### src/sv/frc_pkg.sv
// ----------------------------------------------------------------------------
// frc_pkg
// Types and constants of the FIFO-replacement render cache.
// ----------------------------------------------------------------------------
`timescale 1ns / 1ps

package frc_pkg;

  localparam int DEF_ENTRIES  = 32;
  localparam int DEF_REF_BITS = 32;
  localparam int FIELD_W      = 32;

  typedef enum logic [1:0] {
    OP_FIND   = 2'd0,
    OP_ADD    = 2'd1,
    OP_UPDATE = 2'd2,
    OP_CLEAR  = 2'd3
  } op_t;

  typedef enum logic [1:0] {
    ST_IDLE,
    ST_SCAN,
    ST_RESP
  } st_t;

endpackage

### src/sv/frc_if.sv
// ----------------------------------------------------------------------------
// frc_in_if / frc_out_if
// Request and result channels, valid/ready handshake.
// ----------------------------------------------------------------------------
`timescale 1ns / 1ps

interface frc_in_if import frc_pkg::*; ();
  logic                 valid;
  logic                 ready;
  op_t                  opcode;
  logic [FIELD_W-1:0]   object_key;
  logic [FIELD_W-1:0]   bitmap_ref;
  logic [FIELD_W-1:0]   font_tag;
  logic                 gc_done;

  modport source (output valid, opcode, object_key, bitmap_ref, font_tag, gc_done,
                  input ready);
  modport sink   (input valid, opcode, object_key, bitmap_ref, font_tag, gc_done,
                  output ready);
endinterface

interface frc_out_if import frc_pkg::*; ();
  logic                 valid;
  logic                 ready;
  logic                 hit;
  logic [FIELD_W-1:0]   bitmap_out;

  modport source (output valid, hit, bitmap_out, input ready);
  modport sink   (input valid, hit, bitmap_out, output ready);
endinterface

### src/sv/frc_mem.sv
// ----------------------------------------------------------------------------
// frc_mem
// Slot store: one write port, one read port, registered read data.
// ----------------------------------------------------------------------------
`timescale 1ns / 1ps

module frc_mem import frc_pkg::*; #(
  parameter int DEPTH = DEF_ENTRIES,
  parameter int WIDTH = 3 * DEF_REF_BITS,
  parameter int AW    = $clog2(DEF_ENTRIES)
) (
  input  logic             clk,
  input  logic             wr_en,
  input  logic [AW-1:0]    wr_addr,
  input  logic [WIDTH-1:0] wr_data,
  input  logic [AW-1:0]    rd_addr,
  output logic [WIDTH-1:0] rd_data
);

  logic [WIDTH-1:0] mem [DEPTH];
  logic [WIDTH-1:0] rd_data_r;

  always_ff @(posedge clk) begin
    if (wr_en) begin
      mem[wr_addr] <= wr_data;
    end
  end

  always_ff @(posedge clk) begin
    rd_data_r <= mem[rd_addr];
  end

  assign rd_data = rd_data_r;

endmodule

### src/sv/frc_ctrl.sv
// ----------------------------------------------------------------------------
// frc_ctrl
// Request sequencer: slot pointer, linear scan over the store, result register.
// ----------------------------------------------------------------------------
`timescale 1ns / 1ps

module frc_ctrl import frc_pkg::*; #(
  parameter int ENTRIES  = DEF_ENTRIES,
  parameter int REF_BITS = DEF_REF_BITS,
  parameter int AW       = $clog2(DEF_ENTRIES)
) (
  input  logic                  clk,
  input  logic                  rst_n,
  frc_in_if.sink                in_ch,
  frc_out_if.source             out_ch,
  output logic                  mem_we,
  output logic [AW-1:0]         mem_waddr,
  output logic [3*REF_BITS-1:0] mem_wdata,
  output logic [AW-1:0]         mem_raddr,
  input  logic [3*REF_BITS-1:0] mem_rdata
);

  localparam int LW = AW + 1;
  localparam logic [LW-1:0] LIM_FULL = LW'(ENTRIES);
  localparam logic [LW-1:0] LAST_SLOT = LW'(ENTRIES - 1);

  st_t                  state_r, state_nxt;
  logic [AW-1:0]        slot_r, slot_nxt;
  logic                 full_r, full_nxt;
  logic [AW-1:0]        idx_r, idx_nxt;
  logic [LW-1:0]        lim_r, lim_nxt;
  op_t                  op_r, op_nxt;
  logic [REF_BITS-1:0]  key_r, key_nxt;
  logic [REF_BITS-1:0]  bmp_r, bmp_nxt;
  logic [REF_BITS-1:0]  font_r, font_nxt;
  logic                 res_hit_r, res_hit_nxt;
  logic [FIELD_W-1:0]   res_bmp_r, res_bmp_nxt;
  logic                 out_valid_r, out_valid_nxt;
  logic                 out_hit_r, out_hit_nxt;
  logic [FIELD_W-1:0]   out_bmp_r, out_bmp_nxt;

  logic [AW-1:0]        base_slot;
  logic                 base_full;
  logic [LW-1:0]        base_lim;
  logic [REF_BITS-1:0]  in_key, in_bmp, in_font;
  logic [REF_BITS-1:0]  rd_key, rd_bmp, rd_font;
  logic                 last_idx;

  assign in_key  = REF_BITS'(in_ch.object_key);
  assign in_bmp  = REF_BITS'(in_ch.bitmap_ref);
  assign in_font = REF_BITS'(in_ch.font_tag);
  assign rd_key  = mem_rdata[REF_BITS-1:0];
  assign rd_bmp  = mem_rdata[2*REF_BITS-1:REF_BITS];
  assign rd_font = mem_rdata[3*REF_BITS-1:2*REF_BITS];

  assign base_slot = in_ch.gc_done ? '0 : slot_r;
  assign base_full = in_ch.gc_done ? 1'b0 : full_r;
  assign base_lim  = base_full ? LIM_FULL : {1'b0, base_slot};
  assign last_idx  = (({1'b0, idx_r} + LW'(1)) == lim_r);

  assign in_ch.ready       = (state_r == ST_IDLE);
  assign out_ch.valid      = out_valid_r;
  assign out_ch.hit        = out_hit_r;
  assign out_ch.bitmap_out = out_bmp_r;

  always_ff @(posedge clk) begin
    if (!rst_n) begin
      state_r     <= ST_IDLE;
      slot_r      <= '0;
      full_r      <= 1'b0;
      out_valid_r <= 1'b0;
    end else begin
      state_r     <= state_nxt;
      slot_r      <= slot_nxt;
      full_r      <= full_nxt;
      out_valid_r <= out_valid_nxt;
    end
  end

  always_ff @(posedge clk) begin
    idx_r     <= idx_nxt;
    lim_r     <= lim_nxt;
    op_r      <= op_nxt;
    key_r     <= key_nxt;
    bmp_r     <= bmp_nxt;
    font_r    <= font_nxt;
    res_hit_r <= res_hit_nxt;
    res_bmp_r <= res_bmp_nxt;
    out_hit_r <= out_hit_nxt;
    out_bmp_r <= out_bmp_nxt;
  end

  always_comb begin
    state_nxt     = state_r;
    slot_nxt      = slot_r;
    full_nxt      = full_r;
    idx_nxt       = idx_r;
    lim_nxt       = lim_r;
    op_nxt        = op_r;
    key_nxt       = key_r;
    bmp_nxt       = bmp_r;
    font_nxt      = font_r;
    res_hit_nxt   = res_hit_r;
    res_bmp_nxt   = res_bmp_r;
    out_valid_nxt = out_valid_r && !out_ch.ready;
    out_hit_nxt   = out_hit_r;
    out_bmp_nxt   = out_bmp_r;
    mem_we        = 1'b0;
    mem_waddr     = slot_r;
    mem_wdata     = {font_r, bmp_r, key_r};
    mem_raddr     = AW'({1'b0, idx_r} + LW'(1));

    unique case (state_r)
      ST_IDLE: begin
        mem_raddr = '0;
        if (in_ch.valid) begin
          op_nxt      = in_ch.opcode;
          key_nxt     = in_key;
          bmp_nxt     = in_bmp;
          font_nxt    = in_font;
          idx_nxt     = '0;
          lim_nxt     = base_lim;
          slot_nxt    = base_slot;
          full_nxt    = base_full;
          res_hit_nxt = 1'b0;
          res_bmp_nxt = '0;
          state_nxt   = ST_RESP;
          unique case (in_ch.opcode)
            OP_FIND: begin
              if (!in_ch.gc_done && base_lim != '0) begin
                state_nxt = ST_SCAN;
              end
            end
            OP_UPDATE: begin
              if (base_lim != '0) begin
                state_nxt = ST_SCAN;
              end else begin
                mem_we    = 1'b1;
                mem_waddr = base_slot;
                mem_wdata = {in_font, in_bmp, in_key};
                slot_nxt  = AW'({1'b0, base_slot} + LW'(1));
              end
            end
            OP_ADD: begin
              mem_we    = 1'b1;
              mem_waddr = base_slot;
              mem_wdata = {in_font, in_bmp, in_key};
              if ({1'b0, base_slot} == LAST_SLOT) begin
                slot_nxt = '0;
                full_nxt = 1'b1;
              end else begin
                slot_nxt = AW'({1'b0, base_slot} + LW'(1));
              end
            end
            OP_CLEAR: begin
              slot_nxt = '0;
              full_nxt = 1'b0;
            end
            default: ;
          endcase
        end
      end

      ST_SCAN: begin
        idx_nxt = AW'({1'b0, idx_r} + LW'(1));
        if (op_r == OP_FIND) begin
          if (rd_key == key_r && rd_font == font_r) begin
            res_hit_nxt = 1'b1;
            res_bmp_nxt = FIELD_W'(rd_bmp);
            state_nxt   = ST_RESP;
          end else if (last_idx) begin
            state_nxt = ST_RESP;
          end
        end else begin
          if (rd_key == key_r) begin
            mem_we      = 1'b1;
            mem_waddr   = idx_r;
            res_hit_nxt = 1'b1;
            state_nxt   = ST_RESP;
          end else if (last_idx) begin
            // no key match: append at the pointer
            mem_we    = 1'b1;
            mem_waddr = slot_r;
            state_nxt = ST_RESP;
            if ({1'b0, slot_r} == LAST_SLOT) begin
              slot_nxt = '0;
              full_nxt = 1'b1;
            end else begin
              slot_nxt = AW'({1'b0, slot_r} + LW'(1));
            end
          end
        end
      end

      ST_RESP: begin
        if (!out_valid_r || out_ch.ready) begin
          out_valid_nxt = 1'b1;
          out_hit_nxt   = res_hit_r;
          out_bmp_nxt   = res_bmp_r;
          state_nxt     = ST_IDLE;
        end
      end

      default: state_nxt = ST_IDLE;
    endcase
  end

endmodule

### src/sv/fifo_assoc_render_cache.sv
// ----------------------------------------------------------------------------
// fifo_assoc_render_cache
// Fully associative render cache with round-robin slot replacement.
// ----------------------------------------------------------------------------
// One request at a time is taken. Add, clear, and a find or update-or-add that
// meets an empty cache, as after a garbage-collection pulse, skip the scan and
// go straight to loading the result register; no new request is taken before
// the previous result is loaded. Find and update-or-add otherwise walk the
// filled slots one per cycle through the single read port of the slot store
// before they load the result register, n slots in all, n being the slot
// index of the first match plus one, or the number of filled slots on a miss
// (at most ENTRIES, 32 at the default size). The result register frees the
// store for the next request while a result waits to be taken; a finished
// result that finds the register still occupied holds the block, and its
// input, until the waiting result is taken. There is no clearing pass after
// reset.
`timescale 1ns / 1ps

module fifo_assoc_render_cache import frc_pkg::*; #(
  parameter int ENTRIES  = DEF_ENTRIES,
  parameter int REF_BITS = DEF_REF_BITS
) (
  input  logic       clk,
  input  logic       rst_n,
  frc_in_if.sink     in_ch,
  frc_out_if.source  out_ch
);

  localparam int AW = $clog2(ENTRIES);
  localparam int DW = 3 * REF_BITS;

  logic          mem_we;
  logic [AW-1:0] mem_waddr;
  logic [DW-1:0] mem_wdata;
  logic [AW-1:0] mem_raddr;
  logic [DW-1:0] mem_rdata;

  frc_mem #(
    .DEPTH (ENTRIES),
    .WIDTH (DW),
    .AW    (AW)
  ) u_mem (
    .clk     (clk),
    .wr_en   (mem_we),
    .wr_addr (mem_waddr),
    .wr_data (mem_wdata),
    .rd_addr (mem_raddr),
    .rd_data (mem_rdata)
  );

  frc_ctrl #(
    .ENTRIES  (ENTRIES),
    .REF_BITS (REF_BITS),
    .AW       (AW)
  ) u_ctrl (
    .clk       (clk),
    .rst_n     (rst_n),
    .in_ch     (in_ch),
    .out_ch    (out_ch),
    .mem_we    (mem_we),
    .mem_waddr (mem_waddr),
    .mem_wdata (mem_wdata),
    .mem_raddr (mem_raddr),
    .mem_rdata (mem_rdata)
  );

endmodule

### src/flat_wrapper.sv
// flat-port wrapper written by rule: the top's interface ports become plain ports
module fifo_assoc_render_cache_flat import frc_pkg::*;
#(
  parameter int ENTRIES  = DEF_ENTRIES,
  parameter int REF_BITS = DEF_REF_BITS
)
  (clk, rst_n, in_ch_valid, in_ch_opcode, in_ch_object_key, in_ch_bitmap_ref, in_ch_font_tag, in_ch_gc_done, in_ch_ready, out_ch_valid, out_ch_hit, out_ch_bitmap_out, out_ch_ready);
  frc_in_if in_ch_i ();
  frc_out_if out_ch_i ();
  input  logic clk;
  input  logic rst_n;
  input wire logic [$bits(in_ch_i.valid)-1:0] in_ch_valid;
  input wire logic [$bits(in_ch_i.opcode)-1:0] in_ch_opcode;
  input wire logic [$bits(in_ch_i.object_key)-1:0] in_ch_object_key;
  input wire logic [$bits(in_ch_i.bitmap_ref)-1:0] in_ch_bitmap_ref;
  input wire logic [$bits(in_ch_i.font_tag)-1:0] in_ch_font_tag;
  input wire logic [$bits(in_ch_i.gc_done)-1:0] in_ch_gc_done;
  output wire logic [$bits(in_ch_i.ready)-1:0] in_ch_ready;
  output wire logic [$bits(out_ch_i.valid)-1:0] out_ch_valid;
  output wire logic [$bits(out_ch_i.hit)-1:0] out_ch_hit;
  output wire logic [$bits(out_ch_i.bitmap_out)-1:0] out_ch_bitmap_out;
  input wire logic [$bits(out_ch_i.ready)-1:0] out_ch_ready;
  assign in_ch_i.valid = in_ch_valid;
  assign in_ch_i.opcode = in_ch_opcode;
  assign in_ch_i.object_key = in_ch_object_key;
  assign in_ch_i.bitmap_ref = in_ch_bitmap_ref;
  assign in_ch_i.font_tag = in_ch_font_tag;
  assign in_ch_i.gc_done = in_ch_gc_done;
  assign in_ch_ready = in_ch_i.ready;
  assign out_ch_valid = out_ch_i.valid;
  assign out_ch_hit = out_ch_i.hit;
  assign out_ch_bitmap_out = out_ch_i.bitmap_out;
  assign out_ch_i.ready = out_ch_ready;
  fifo_assoc_render_cache #(.ENTRIES(ENTRIES), .REF_BITS(REF_BITS)) u_core (.clk(clk), .rst_n(rst_n), .in_ch(in_ch_i), .out_ch(out_ch_i));
endmodule
### config.mk
export PLATFORM = sky130hd
export DESIGN_NAME = fifo_assoc_render_cache_flat
export DESIGN_NICKNAME = d
export VERILOG_FILES = /design/src/sv/frc_pkg.sv /design/src/sv/frc_if.sv /design/src/sv/frc_mem.sv /design/src/sv/frc_ctrl.sv /design/src/sv/fifo_assoc_render_cache.sv /design/src/flat_wrapper.sv
export SDC_FILE = /design/constraint.sdc
export NUM_CORES = 2
export LEC_CHECK = 0
export BUFFER_PORTS_ARGS = -buffer_cell sky130_fd_sc_hd__buf_4
export CAP_MARGIN = 40
export CORE_ASPECT_RATIO = 1.1
export CORE_MARGIN = 8
export CORE_UTILIZATION = 25
export CTS_CLUSTER_SIZE = 12
export DETAILED_ROUTE_END_ITERATION = 6
export PLACE_DENSITY = 0.45
export SETUP_SLACK_MARGIN = 0.5
export SKIP_LAST_GASP = 1
export SYNTH_ARGS = -nofsm -noshare
export SYNTH_HDL_FRONTEND = slang
export SYNTH_HIERARCHICAL = 1
export SYNTH_SLANG_ARGS = --single-unit
### constraint.sdc
create_clock -name clk -period 9.84 [get_ports clk]
set_input_delay 2.952 -clock clk [delete_from_list [all_inputs] [get_ports clk]]
set_output_delay 2.952 -clock clk [all_outputs]
set_load 0.05 [all_outputs]
* After elaboration in Yosys (flattened, before gate mapping)
Memory sizes are Yosys's and may differ from the RTL's. A register that Yosys moved wholly into a read port is not among the register bits.
Index checks and enable logic that the tools add are counted.
** Storage, ports and cells
- Flip-flop bits (word level) :: 184
- Memory bits (writable) :: 3072
- Input port bits :: 103
- Memories :: 1
** Cells by class
- Add/sub/neg operators :: 3
- Equal/unequal tests :: 20
- Muxes and demuxes :: 63
- Reduce and logical (&&, ||, !) cells :: 20
** Memory list
- u_core.u_mem.mem :: words 32, width 96, rd ports 1, clocked after Yosys merged registers in 1, write ports 1, line frc_mem.sv:20 : logic [WIDTH-1:0] mem [DEPTH];
** Operators with widths (count)
- 96-bit 2-to-1 mux :: 3
- 96-bit one-hot mux with 2 select lines :: 1
- 32-bit 2-to-1 mux :: 3
- 5-bit 2-to-1 mux :: 14
- 32-bit == test :: 2
- 32-bit one-hot mux with 2 select lines :: 1
- 5-bit one-hot mux with 2 select lines :: 4
- 1-bit 2-to-1 mux :: 20
- 2-bit 2-to-1 mux :: 8
- 2-bit != test (second input constant) :: 8
- 5-bit one-hot mux with 3 select lines :: 1
- 5-bit by 1-bit adder with 5-bit output (second input constant) :: 2
- 5-bit == test (second input constant) :: 2
- 1-bit one-hot mux with 2 select lines :: 5
- 2-bit AND reduction :: 4
- 4-bit AND reduction :: 2
- 5-bit by 1-bit adder with 6-bit output (second input constant) :: 1
- 2-bit == test (second input constant) :: 3
- 6-bit == test :: 1
- 2-bit zero test :: 3
- 6-bit 2-to-1 mux :: 1
- 3-bit != test (second input constant) :: 2
- 2-bit one-hot mux with 3 select lines :: 1
- 6-bit AND reduction :: 1
- other kinds (8) :: 13

* Depth between registers and ports, before layout
- Depth in word-level cells :: 9
- Gate-level depth with buffers :: 12
- Depth with buffers taken out :: 10

* Hierarchy
Netlist, hierarchy kept.
** Modules (own cells, without submodules)
- frc_mem :: cells each 5604, seq. area each 94170.3 sq um, area an instance 118492.4 sq um, times used 1
- frc_ctrl :: cells each 600, seq. area each 5435.2 sq um, area an instance 8364.3 sq um, times used 1

* Worst setup path after synthesis
No wires, ideal clock.
- Path kind :: input to register
- From :: input port in_ch_valid
- To :: memory u_core/u_mem/mem[12][0] (netlist bit) (enable)
- Data arrival time :: 9.432 ns
- Cell stages on the path :: 7
- Setup slack :: -0.143 ns
- Library setup time :: 0.552 ns
- Required time :: 9.288 ns
- Path through :: nand2_1 -> inv_2 -> nand2_1 -> o21ai_1 -> or3b_2 -> clkbuf_1 -> nor2_1
** Between the ends
- Cells in the longest elaborated chain, start to end :: 4
- Elaborated cells between the ends (all ways) :: 6
- Classes of those cells :: mux: 6
** Ends and longest elaborated chain
- start, declared :: line flat_wrapper.sv:12 : input wire logic [$bits(in_ch_i.valid)-1:0] in_ch_valid;
- 1-bit 2-to-1 mux :: line frc_ctrl.sv:116 : if (in_ch.valid) begin
- 1-bit one-hot mux with 2 select lines :: line frc_ctrl.sv:113 : unique case (state_r)
- net u_core.mem_we :: line fifo_assoc_render_cache.sv:32 : logic mem_we;
- 1-bit 2-to-1 mux :: line frc_mem.sv:24 : if (wr_en) begin
- 1-bit 2-to-1 mux (not written as such) :: line frc_mem.sv:25 : mem[wr_addr] <= wr_data;
- end, declared :: line frc_mem.sv:20
The timed path passes the listed nets, and every way through them passes these cells.

* Worst setup path in the final report
- From :: input port in_ch_valid
- To :: memory u_core/u_mem/mem[14][77] (netlist bit) (enable)
The elaborated chain is that of the path after synthesis.

==> impl_metrics.csv <==
group,metric,value,unit
power,swShare,22.9,%
sta,hold_viol,0,
yosys,synth.ff_latch_count,3352,
yosys,synthesis.area,127000,um2
worst_setup_path,r2r-end,"u_core/u_mem/mem[14][77]",
power,p_leak,45.0,nW
yosys,ys_async_sr_fraction,0,%
worst_setup_path,crit_buf_inv,3,
grt,antenna_found_initial,20,
min_path,min_path_cells,0,
sta,relSlewSlack,30.4,%
placed_design,gp_congestion,0.740,
placed_design,place_inst,12993,
sta,post-route-period-util,64.4,%
grt,overflow,0,
cells_and_area,final_core_util,29.6,%
yosys,yosys_warnings,6,
yosys,synth_ff_type,"edfxtp_1",
placed_design,placed_cell_area,138000,um2
sta,setup_viol,0,
worst_setup_path,cp_cell_sequence,"buf_4 > nand2_1 > inv_8 > nand2_1 > o21ai_1 > nand3b_1 > nor2_4 > buf_12",
cells_and_area,final_common_cell,"edfxtp_1",
clock_network,htreeDepth,5,
drt,firstDrtPassIters,6,
clock_network,cts_root_buffer,"clkbuf_16",
min_path,min_from,"u_core/u_ctrl/res_bmp_r[14]",
die,dieArea,531000,um2
placed_design,io_buffers,137,
power,power_density,206,nW/um2
sta,min_period,6340,ps
worst_setup_path,critPathLaunch,"in_ch_valid",
worst_setup_path,reg2reg_slack,3850,ps
yosys,synth.net_count,6316,
worst_setup_path,critical_path_arrival,6870,ps
die,io_pins,138,
drt,wl_per_cell,29.5,um
worst_setup_path,worstPathRequired,10370,ps
clock_network,cts_setup_buffers,0,
yosys,yosysSeqAreaShare,78.5,%
power,p_switching,7.06,mW
worst_setup_path,crit_top_cell,"nand2_1",
placed_design,hpwl,214000,um
grt,grt_pass1_wl,548000,um
clock_network,hold_buffers,0,
clock_network,cts_buffers,352,
worst_setup_path,path_class,"in2reg",
cells_and_area,drive_gt1_share,19.4,%
worst_setup_path,critical_path.top_delay_family,"simple AND/OR/NAND/NOR gates",
die,core,506000,um2
clock_network,clock_path_buffers,4,
yosys,syn_inst,6204,
grt,grt_usage,14.6,%
die,chipWidth,695,um
outcome,run_status,"finished clean",
run,max_cap_violations,0,
power,power_frac_clock,40.8,%
worst_setup_path,r2r_cells,10,
grt,grt_pass1_vias,65721,
power,peakVddDrop,0.000121,V
sta,max_freq,0.158,GHz
drt,drt-initial-drc-count,5829,
worst_setup_path,r2r-start,"u_core/u_ctrl/key_r[23]",
drt,vias_per_cell,4.66,
drt,wirelength,402000,um
clock_network,cts.repair.resized,0,
power,intPower,23.8,mW
clock_network,tritoncts,"built",
grt,grt_max_degree,135,
worst_setup_path,crit_path_start_kind,"input pin",
clock_network,clk_transition_reported_paths,60,ps
worst_setup_path,crit_fanout,55,
sta,finClkSkew,76.6,ps
cells_and_area,final_area,150000,um2
yosys,synth-edff-count,3247,
sta,worst_pin_slew,1040,ps
drt,drc,0,
drt,ant_nets,0,
power,power_frac_comb,6.9,%
die,initial_utilization,25.1,%
yosys,avgSynthCellArea,20.4,um2
sta,slew_viol_final,0,
sta,rsz0062_at_grt,"false",
worst_setup_path,critPathCaptureType,"flip-flop",
sta,tns,0,ps
cells_and_area,synthToLayoutAreaGrowth,17.9,%
worst_setup_path,cp_slowest_stage_delay,930,ps
drt,dr_total_vias,63537,
min_path,min_delay_worst_endpoint,"u_core/u_ctrl/out_ch.bitmap_out[14]",
cells_and_area,layout.nets,6726,
worst_setup_path,cp_slowest_cell,"nor2_4",
die,fp-row-count,274,
cells_and_area,fin_cells,13649,
min_path,hp-class,"reg2reg",
clock_network,cts.sinks,3352,
die,fp.dieH,763,um
yosys,synthDistinctLibCells,60,
power,p_seq_share,52.3,%
clock_network,clock_latency,960,ps
cells_and_area,layout_common_cells,"edfxtp_1 (3,247), mux2i_1 (770), a22oi_1 (512)",
-- logic make-up (layout without fill, tap and decap cells) --
logic type | Yosys count | after routing | share of synthesized area, %
xor gates and xnor gates | 73 | 73 | 0.504
buffers and inverters | 365 | 1041 | 1.36
adders and majority gates | 9 | 9 | 0.0888
muxes | 1154 | 1154 | 12.9
AOI/OAI and AO/OA | 774 | 774 | 4.64
other | 0 | 7 | 0
and+or+nand+nor | 477 | 477 | 2.00
DFF | 3352 | 3352 | 78.5
-- per-layer routing --
metal  global-route usage, %  share of wire, %  routed length [um]
met2                    26.7                52              209000
met4                    3.32               2.3                9190
met5                       0            0.0065                  26
met3                    1.87               4.1               16600
met1                    18.3                42              167000
-- power by group through the flow --
stage | Sequential, mW | Combinational [mW] | Clock (mW)
detailed placement | 16.5 | 2.13 | 0
global route | 16.2 | 2.28 | 13.4
floorplan | 16.4 | 1.17 | 0
finish | 16.1 | 2.14 | 12.6
CTS | 16.2 | 2.14 | 12.9
global placement | 16.5 | 2.00 | 0
-- worst max-delay path by stage --
stage,end,slack (ps),cells after the start
3_3_place_gp,u_core/u_mem/mem[23][90],2250,8
4_1_cts,u_core/u_mem/mem[14][77],3490,8
6_report,u_core/u_mem/mem[14][77],3500,8
2_1_floorplan,u_core/u_mem/mem[12][0],-140,7
5_1_grt,u_core/u_mem/mem[14][77],3380,8
3_5_place_dp,u_core/u_mem/mem[14][77],2510,8
-- metrics by stage --
| step | worst slack (ps) | hold slack (ps) | power, mW |
|---|---|---|---|
| floorplan | -143 | 400 | 17.6 |
| global placement | 2250 | 403 | 18.5 |
| detailed placement | 2510 | 405 | 18.6 |
| CTS | 3490 | 419 | 31.2 |
| global route | 3380 | 420 | 31.8 |
| finish | 3500 | 416 | 30.9 |
-- cells in the mapped netlist (all sizes together) (2+ instances only) --
cell	instances	share of area, %
and3	5	0.025
xnor2	40	0.28
o41ai	2	0.014
o21ai	13	0.051
nor3b	3	0.018
buf	191	0.84
a21o	2	0.012
edfxtp	3247	77
dfxtp	105	1.7
o22ai	2	0.0099
inv	12	0.036
mux4	384	6.8
a31oi	52	0.27
ha	9	0.089
nand3	201	0.79
nand4	56	0.28
nor2b	25	0.12
and2	43	0.21
or4	3	0.021
nor2	77	0.23
a21oi	23	0.094
or3b	2	0.014
xor2	33	0.23
a22oi	512	3.0
nor3	12	0.055
nand2b	5	0.025
o211ai	2	0.012
a32oi	6	0.041
clkbuf	162	0.48
nor4	14	0.081
a22o	150	1.0
o221ai	2	0.014
nand3b	5	0.030
nand2	22	0.067
o21a	2	0.012
mux2i	770	6.1
-- registers in the layout, summed over array words and instances, names as in the netlist, 6 cells and up --
name,count
u_core/u_ctrl/bmp_r,32
u_core/u_ctrl/out_ch.bitmap_out,32
u_core/u_ctrl/key_r,32
u_core/u_mem/mem,3072
u_core/u_ctrl/font_r,32
u_core/u_mem/rd_data,96
u_core/u_ctrl/res_bmp_r,32
u_core/u_ctrl/lim_r,6
-- cell type report --
class	instances	area, um2
Antenna cell	7	17.5
Clock buffer	487	9580
Clock inverter	133	1110
Fill cell	49095	356000
Inverter	12	52.6
Multi-Input combinational cell	2487	26000
Sequential cell	3352	99600
Tap cell	6762	8460
Timing Repair Buffer	409	4730
(Power assumes the default switching activity.)
